===== src/hdl/ssi_pkg.sv =====
`timescale 1ns / 1ps
// shared constants for the segment / sphere intersection core
// no dependencies
package ssi_pkg;

  localparam int COORD_BITS_DEF = 16;
  localparam int RADIUS_BITS    = 15;
  localparam logic [RADIUS_BITS-1:0] RADIUS_RESET = 15'd256;
  localparam int R2_BITS        = 2 * RADIUS_BITS;
  localparam int QUEUE_DEPTH    = 2;
  localparam int QPTR_BITS      = 1;
  localparam int QCNT_BITS      = 2;

endpackage


===== src/hdl/ssi_queue.sv =====
`timescale 1ns / 1ps
// two-entry queue between the front and back pipelines
// depends on ssi_pkg
module ssi_queue #(
  parameter int WIDTH = 8
) (
  input  logic             clk,
  input  logic             rst_n,
  input  logic             wr_valid,
  output logic             wr_ready,
  input  logic [WIDTH-1:0] wr_data,
  output logic             rd_valid,
  input  logic             rd_ready,
  output logic [WIDTH-1:0] rd_data
);

  logic [WIDTH-1:0]                  mem [ssi_pkg::QUEUE_DEPTH];
  logic [ssi_pkg::QPTR_BITS-1:0]     wr_ptr_r, rd_ptr_r;
  logic [ssi_pkg::QCNT_BITS-1:0]     cnt_r, cnt_nxt;
  logic                              push, pop;

  assign wr_ready = (cnt_r != ssi_pkg::QCNT_BITS'(ssi_pkg::QUEUE_DEPTH));
  assign rd_valid = (cnt_r != '0);
  assign push     = wr_valid && wr_ready;
  assign pop      = rd_valid && rd_ready;
  assign rd_data  = mem[rd_ptr_r];

  always_comb begin
    cnt_nxt = cnt_r;
    if (push && !pop) cnt_nxt = cnt_r + 1'b1;
    else if (pop && !push) cnt_nxt = cnt_r - 1'b1;
  end

  always_ff @(posedge clk) begin
    if (!rst_n) begin
      wr_ptr_r <= '0;
      rd_ptr_r <= '0;
      cnt_r    <= '0;
    end else begin
      if (push) wr_ptr_r <= wr_ptr_r + 1'b1;
      if (pop) rd_ptr_r <= rd_ptr_r + 1'b1;
      cnt_r <= cnt_nxt;
    end
  end

  always_ff @(posedge clk) begin
    if (push) mem[wr_ptr_r] <= wr_data;
  end

  a_no_overfill: assert property (@(posedge clk) disable iff (!rst_n)
    cnt_r <= ssi_pkg::QCNT_BITS'(ssi_pkg::QUEUE_DEPTH))
    else $error("queue count beyond depth");
  a_cnt_track: assert property (@(posedge clk) disable iff (!rst_n)
    (push && !pop) |=> (cnt_r == $past(cnt_r) + 1'b1))
    else $error("queue count missed a transfer");
  a_pop_drain: assert property (@(posedge clk) disable iff (!rst_n)
    (pop && !push) |=> (cnt_r == $past(cnt_r) - 1'b1))
    else $error("queue count missed a read");

endmodule


===== config.mk =====
export PLATFORM = sky130hd
export DESIGN_NAME = ssi_queue
export DESIGN_NICKNAME = d
export VERILOG_FILES = /design/src/hdl/ssi_pkg.sv /design/src/hdl/ssi_queue.sv
export SDC_FILE = /design/constraint.sdc
export NUM_CORES = 1
export LEC_CHECK = 0
export BUFFER_PORTS_ARGS = -buffer_cell sky130_fd_sc_hd__buf_2
export CAP_MARGIN = 20
export CORE_ASPECT_RATIO = 1.1
export CORE_MARGIN = 3
export CORE_UTILIZATION = 49
export CTS_CLUSTER_SIZE = 16
export DETAILED_ROUTE_END_ITERATION = 6
export PLACE_DENSITY = 0.84
export SLEW_MARGIN = 15
export SYNTH_ARGS = -nofsm -noshare
export SYNTH_HDL_FRONTEND = slang
export SYNTH_SLANG_ARGS = --single-unit

===== constraint.sdc =====
create_clock -name clk -period 1.9 [get_ports clk]
set_clock_uncertainty 0.05 [all_clocks]
set_input_delay 0.285 -clock clk [delete_from_list [all_inputs] [get_ports clk]]
set_output_delay 0.285 -clock clk [all_outputs]
set_load 0.02 [all_outputs]

==> results of run 1 <==
-- routing by layer --
metal  part of all wire (%)  wire length [um]  vias up  global-route usage, %
li1                       -                 -      229                      -
met1                     42               543      215                  13.87
met2                     50               639       16                  20.33
met3                    6.6                85        2                  3.333
met4                   0.78                10        0                  7.538
met5                      0                 0        -                      0
-- layout make-up --
cell class / instances / area share [%]
timing repair buffer: 21 / 10.99
tap: 16 / 2.094
sequential: 21 / 60.73
inverter: 2 / 0.7853
multi-input combinational: 26 / 22.64
clock buffer: 4 / 2.749
-- synth_stat cells --
master     n  area [um^2]
a21bo_2    1        10.01
a21oi_1    2        10.01
and2_1     1        6.260
and3_1     1        6.260
buf_2      1        5.000
dfxtp_1    5        100.1
edfxtp_1  16        480.5
ha_1       1        12.51
inv_1      2        7.510
mux2_2     8        90.09
nand2b_4   1        13.76
nand3b_1   1        7.510
nor2_1     3        11.26
o21ai_0    2        10.01
or2_2      1        6.260
or3_1      1        6.260
xor2_1     3        26.28
-- worst paths after layout --
path	startpoint	endpoint	slack [ns]	depth (start not counted)
max	flop	rd_data[6]	0.20	2
max reg2reg	cnt_r[0]$_SDFFE_PN0P_	cnt_r[1]$_SDFFE_PN0P_	0.25	5
min reg2reg	rd_ptr_r$_SDFFE_PN0P_	rd_ptr_r$_SDFFE_PN0P_	0.48	2
min	wr_data[6]	mem[1][6]$_DFFE_PP_	0.13	1
-- cell usage in the layout (no fill, tap or decap), types with 2 or more instances in the layout --
cell type / Yosys / routed
o21ai_0: 2 / 2
edfxtp_1: 16 / 16
clkbuf_4: 0 / 3
nor2_1: 3 / 3
inv_1: 2 / 2
a21oi_1: 2 / 2
dfxtp_1: 5 / 5
xor2_1: 3 / 3
mux2_2: 8 / 8
buf_2: 1 / 21
-- state kept, by name, summed over array words and instances, names as in the netlist, named ones only --
name and flops:
mem 16, cnt_r 2, rd_ptr_r 1, wr_ptr_r 1
-- power by group through the flow --
stage	Sequential, mW	Clock, mW	Combinational [mW]
global route	0.655	0.224	0.459
floorplan	0.624	0	0.338
global placement	0.650	0	0.413
finish	0.645	0.203	0.423
CTS	0.648	0.203	0.432
detailed placement	0.657	0	0.429
-- worst max-delay path: stages (launching register included) --
cell,delay (ns)
dfxtp_1,0.53
mux2_2,0.38
buf_2,0.16
-- cells by family (layout without fill, tap and decap cells) --
family                     Yosys count  count (layout)  synth area share [%]
AOI/OAI and AO/OA                    5               5                 3.710
xor gates and xnor gates             3               3                 3.246
adders and majority gates            1               1                 1.545
buffers and inverters                3              27                 1.545
DFF                                 21              21                 71.72
muxes                                8               8                 11.13
and+or+nand+nor                      9               9                 7.112
==> impl_metrics.py, run 1 <==
metrics = {
    "power_and_ir_drop": {
        "p_switching_mw": 0.4140,
        "p_total_mw": 1.271,
        "peakVddDrop_uv": 780.4,
        "p_int_mw": 0.8571,
        "p_per_area_nw_per_um2": 1330,
        "p_sw_share_pct": 32.57,
        "cellLeakagePower_nw": 0.3872,
        "power_frac_seq_pct": 50.7,
        "clockPowerShare_pct": 15.9,
        "comb_power_share_pct": 33.3,
    },
    "route": {
        "wl_mm": 1.279,
        "avgRoutedWirePerCell_um": 14.21,
        "drc": 0,
        "routed_via_density": 5.133,
        "num_vias": 462,
        "drtAntennaViolNets": 0,
        "dr.pass1.iters": 4,
        "drt-initial-drc-count": 9,
    },
    "timing": {
        "setup_ws_ns": 0.1979,
        "slew_viol_final": 0,
        "finalCriticalPeriod_ns": 1.702,
        "slew_headroom_pct": 75.77,
        "timing.hold.ws_ns": 0.1271,
        "rsz0062_at_grt": "false",
        "tightestPinTransition_ns": 0.3634,
        "fin_crit_sh_pct": 89.58,
        "setup_viol": 0,
        "setup_tns_ns": 0,
        "hold_viol": 0,
        "fmax_mhz": 587.5,
    },
    "setup_path": {
        "path_max_fanout": 8,
        "critPathKind": "reg2out",
        "cp-start-kind": "flop",
        "critPathArrivalTime_ns": 1.37,
        "required_ns": 1.56,
        "cp-end-kind": "output port",
    },
    "place": {
        "gp_congestion": 0.7111,
        "hpwl_um": 975.8,
        "post_dp_cell_area_um2": 929.6,
        "dp_slack_ns": 0.2636,
        "io_buffer_count": 21,
        "dp_cells": 86,
    },
    "logic_synthesis": {
        "ys_seq_elements": 21,
        "yosysUniqueCellTypes": 17,
        "synth_fp_nets": 63,
        "ys_seq_area_share_pct": 71.72,
        "syn_area_um2": 809.5,
        "post_synth.cell_area_avg_um2": 16.19,
        "syn_inst": 50,
        "yosysWarnings": 0,
    },
    "cells_and_area": {
        "nFillCells": 117,
        "layout-drive-gt1-share_pct": 47.30,
        "n_antenna_cell": 0,
        "fin_util_pct": 65.75,
        "final_cell_area_um2": 955.9,
        "multi_input_area_um2": 216.5,
        "fin_nets": 88,
        "seq_area_um2": 580.6,
        "area_delta_synth_final_pct": 18.08,
        "finalNonFillerCells": 90,
    },
    "clock_network": {
        "clk_pin_slew_ns": 0.10,
        "cts.sink_count": 21,
        "post_cts_buffers": 0,
        "postCtsHoldBufs": 0,
        "numCtsBuffers": 3,
        "cts_tree": "done",
        "root_buffer": "clkbuf_4",
        "worstSkewPairLatency_ns": 0.29,
        "clockBufferDepth": 2,
        "cts_resized": 0,
        "cts_max_level": 1,
    },
    "die": {
        "start_util_pct": 55.68,
        "die_area_um2": 2176,
        "core_area_um2": 1454,
        "chipWidth_um": 44.76,
        "rows": 14,
        "die_h_um": 48.63,
        "io-pin-count": 22,
    },
    "status": {
        "outcome": "finished, final reports clean",
    },
    "global_routing": {
        "antenna_found_initial": 0,
        "grt_pass1_vias": 470,
        "grt_max_degree": 12,
        "grt_overflow": 0,
        "grt_use_total_pct": 12.45,
        "grt_pass1_wl_mm": 1.918,
    },
    "hold_path": {
        "hp-class": "in2reg",
    },
    "job": {
        "drv_cap": 0,
    },
}
No activity file was read; power rests on OpenSTA's default activity.
==> inputs of run 2 (changes only) <==
--- a/config.mk
+++ b/config.mk
@@ -7,12 +7,12 @@
 export LEC_CHECK = 0
 export BUFFER_PORTS_ARGS = -buffer_cell sky130_fd_sc_hd__buf_2
 export CAP_MARGIN = 20
-export CORE_ASPECT_RATIO = 1.1
+export CORE_ASPECT_RATIO = 2
 export CORE_MARGIN = 3
-export CORE_UTILIZATION = 49
+export CORE_UTILIZATION = 30
 export CTS_CLUSTER_SIZE = 16
 export DETAILED_ROUTE_END_ITERATION = 6
-export PLACE_DENSITY = 0.84
+export PLACE_DENSITY = 0.6
 export SLEW_MARGIN = 15
 export SYNTH_ARGS = -nofsm -noshare
 export SYNTH_HDL_FRONTEND = slang
==> constraint.sdc (replaced) <==
create_clock -name clk -period 2.2 [get_ports clk]
set_clock_uncertainty 0.05 [all_clocks]
set_input_delay 0.33 -clock clk [delete_from_list [all_inputs] [get_ports clk]]
set_output_delay 0.33 -clock clk [all_outputs]
set_load 0.02 [all_outputs]
==> run 2 against run 1 <==
Cell count grew 13%; wire length shrank 3.8%; via count grew 1.3%; combinational power shrank 13%; non-clock buffer count is the same; highest routed layer unchanged; utilization shrank 27 points; flip-flop and latch count is the same; critical endpoint is now rd_data[4]; first-iteration DRC count shrank 33%; total power shrank 8.3%; critical path depth is the same.
==> impl_metrics.py, run 2 (same netlist as run 1, synthesis figures left out) <==
metrics = {
    "setup_path": {
        "ff2ff_path_depth": 5,
        "rrSetupSlack_ns": 0.56,
        "critPathKind": "reg2out",
        "cp-start-kind": "flop",
        "reg2reg_to": "cnt_r[1]$_SDFFE_PN0P_",
        "r2r_start": "cnt_r[0]$_SDFFE_PN0P_",
        "required_ns": 1.82,
        "critPathArrivalTime_ns": 1.32,
        "path_max_fanout": 8,
        "cp-end-kind": "output port",
    },
    "route": {
        "drt-initial-drc-count": 6,
        "avgRoutedWirePerCell_um": 12.07,
        "wl_mm": 1.231,
        "num_vias": 468,
        "dr.pass1.iters": 4,
        "routed_via_density": 4.588,
        "drtAntennaViolNets": 0,
        "drc": 0,
    },
    "cells_and_area": {
        "top_register": "mem",
        "area_delta_synth_final_pct": 22.41,
        "fin_nets": 88,
        "largestRegisters": "mem (16), cnt_r (2)",
        "layout_common_cells": "buf_2, edfxtp_1, mux2_2, dfxtp_1",
        "n_antenna_cell": 0,
        "layout-drive-gt1-share_pct": 48.65,
        "largest_reg_flops": 16,
        "final_common_cell": "buf_2",
        "fin_util_pct": 38.56,
    },
    "place": {
        "hpwl_um": 953.9,
        "gp_congestion": 0.6230,
        "dp_slack_ns": 0.5699,
        "io_buffer_count": 21,
    },
    "global_routing": {
        "grt_pass1_wl_mm": 2.063,
        "use_met2_pct": 14.16,
        "grt_pass1_vias": 488,
        "grt_max_degree": 13,
        "grt_overflow": 0,
        "antenna_found_initial": 0,
        "busiest_layer": "met2",
        "globalRouteMet3Util_pct": 1.806,
        "use_met1_pct": 7.826,
        "grt_use_total_pct": 8.145,
    },
    "clock_network": {
        "clockBufferDepth": 2,
        "cts_max_level": 1,
        "cts.sink_count": 21,
        "post_cts_buffers": 0,
        "cts_resized": 0,
        "numCtsBuffers": 3,
        "root_buffer": "clkbuf_8",
        "clk_pin_slew_ns": 0.07,
        "postCtsHoldBufs": 0,
        "worstSkewPairLatency_ns": 0.26,
        "cts_tree": "done",
    },
    "hold_path": {
        "hp-class": "in2reg",
        "min_path_cells": 1,
        "min_to": "mem[1][5]$_DFFE_PP_",
        "min_from": "wr_data[5]",
    },
    "timing": {
        "setup_viol": 0,
        "slew_viol_final": 0,
        "tightestPinTransition_ns": 0.3927,
        "fmax_mhz": 588.9,
        "finalCriticalPeriod_ns": 1.698,
        "hold_viol": 0,
        "slew_headroom_pct": 73.82,
        "rsz0062_at_grt": "false",
        "setup_ws_ns": 0.5018,
        "fin_crit_sh_pct": 77.19,
        "setup_tns_ns": 0,
    },
    "die": {
        "start_util_pct": 31.50,
        "chipWidth_um": 42.73,
        "die_h_um": 79.46,
        "core_area_um2": 2570,
        "die_area_um2": 3395,
        "io-pin-count": 22,
        "rows": 26,
    },
    "power_and_ir_drop": {
        "comb_power_share_pct": 31.5,
        "cellLeakagePower_nw": 0.3977,
        "peakVddDrop_uv": 578.1,
        "power_frac_seq_pct": 47.8,
        "p_switching_mw": 0.3692,
        "p_per_area_nw_per_um2": 1176,
        "p_total_mw": 1.165,
        "p_int_mw": 0.7958,
        "p_sw_share_pct": 31.69,
        "clockPowerShare_pct": 20.8,
    },
    "job": {
        "drv_cap": 0,
    },
    "status": {
        "outcome": "finished, final reports clean",
    },
}
[run 2: cell count changes in the layout (fill, tap and decap cells not counted), sizes merged]
cell    delta
clkinv     +1
clkbuf     -1
[run 2: power by group through the flow]
stage | logic (mW) | registers (mW) | clock network [mW]
floorplan | 0.292 | 0.539 | 0
global route | 0.412 | 0.567 | 0.260
global placement | 0.362 | 0.562 | 0
CTS | 0.373 | 0.559 | 0.246
finish | 0.366 | 0.557 | 0.242
detailed placement | 0.369 | 0.568 | 0
[run 2: how the worst max path moves through the flow]
stage	from	to	cells after the start
global placement	cnt_r[0]$_SDFFE_PN0P_	cnt_r[1]$_SDFFE_PN0P_	5
detailed placement	cnt_r[0]$_SDFFE_PN0P_	cnt_r[1]$_SDFFE_PN0P_	5
finish	flop	rd_data[4]	2
floorplan	cnt_r[0]$_SDFFE_PN0P_	cnt_r[1]$_SDFFE_PN0P_	5
global route	flop	rd_data[2]	2
CTS	flop	rd_data[4]	2
[run 2: worst max-delay path, stage by stage (launching register included)]
cell	delay (ns)
dfxtp_1	0.53
mux2_2	0.37
buf_2	0.16
[run 2: final cells by class]
cell class,count,area [um^2]
Clock inverter,1,5.005
Inverter,2,7.507
Tap cell,28,35.03
Multi-Input combinational cell,26,216.5
Clock buffer,3,41.29
Timing Repair Buffer,21,105.1
Fill cell,248,1579
Sequential cell,21,580.6
[run 2: metrics by stage]
step           cell area [um^2]  std cells  hold WS [ns]
3_3_place_gp              944.7         98        0.4689
5_1_grt                   991.0        102        0.2046
2_1_floorplan             809.5         50        0.3789
3_5_place_dp              944.7         98        0.4691
4_1_cts                   991.0        102        0.2048
6_report                  991.0        102        0.2067
[run 2: per-layer routing]
metal	vias up	share of wire (%)	wire length, um
met3	4	5.1	63
met5	-	0	0
met1	222	36	447
li1	228	-	-
met2	14	56	684
met4	0	2.8	35
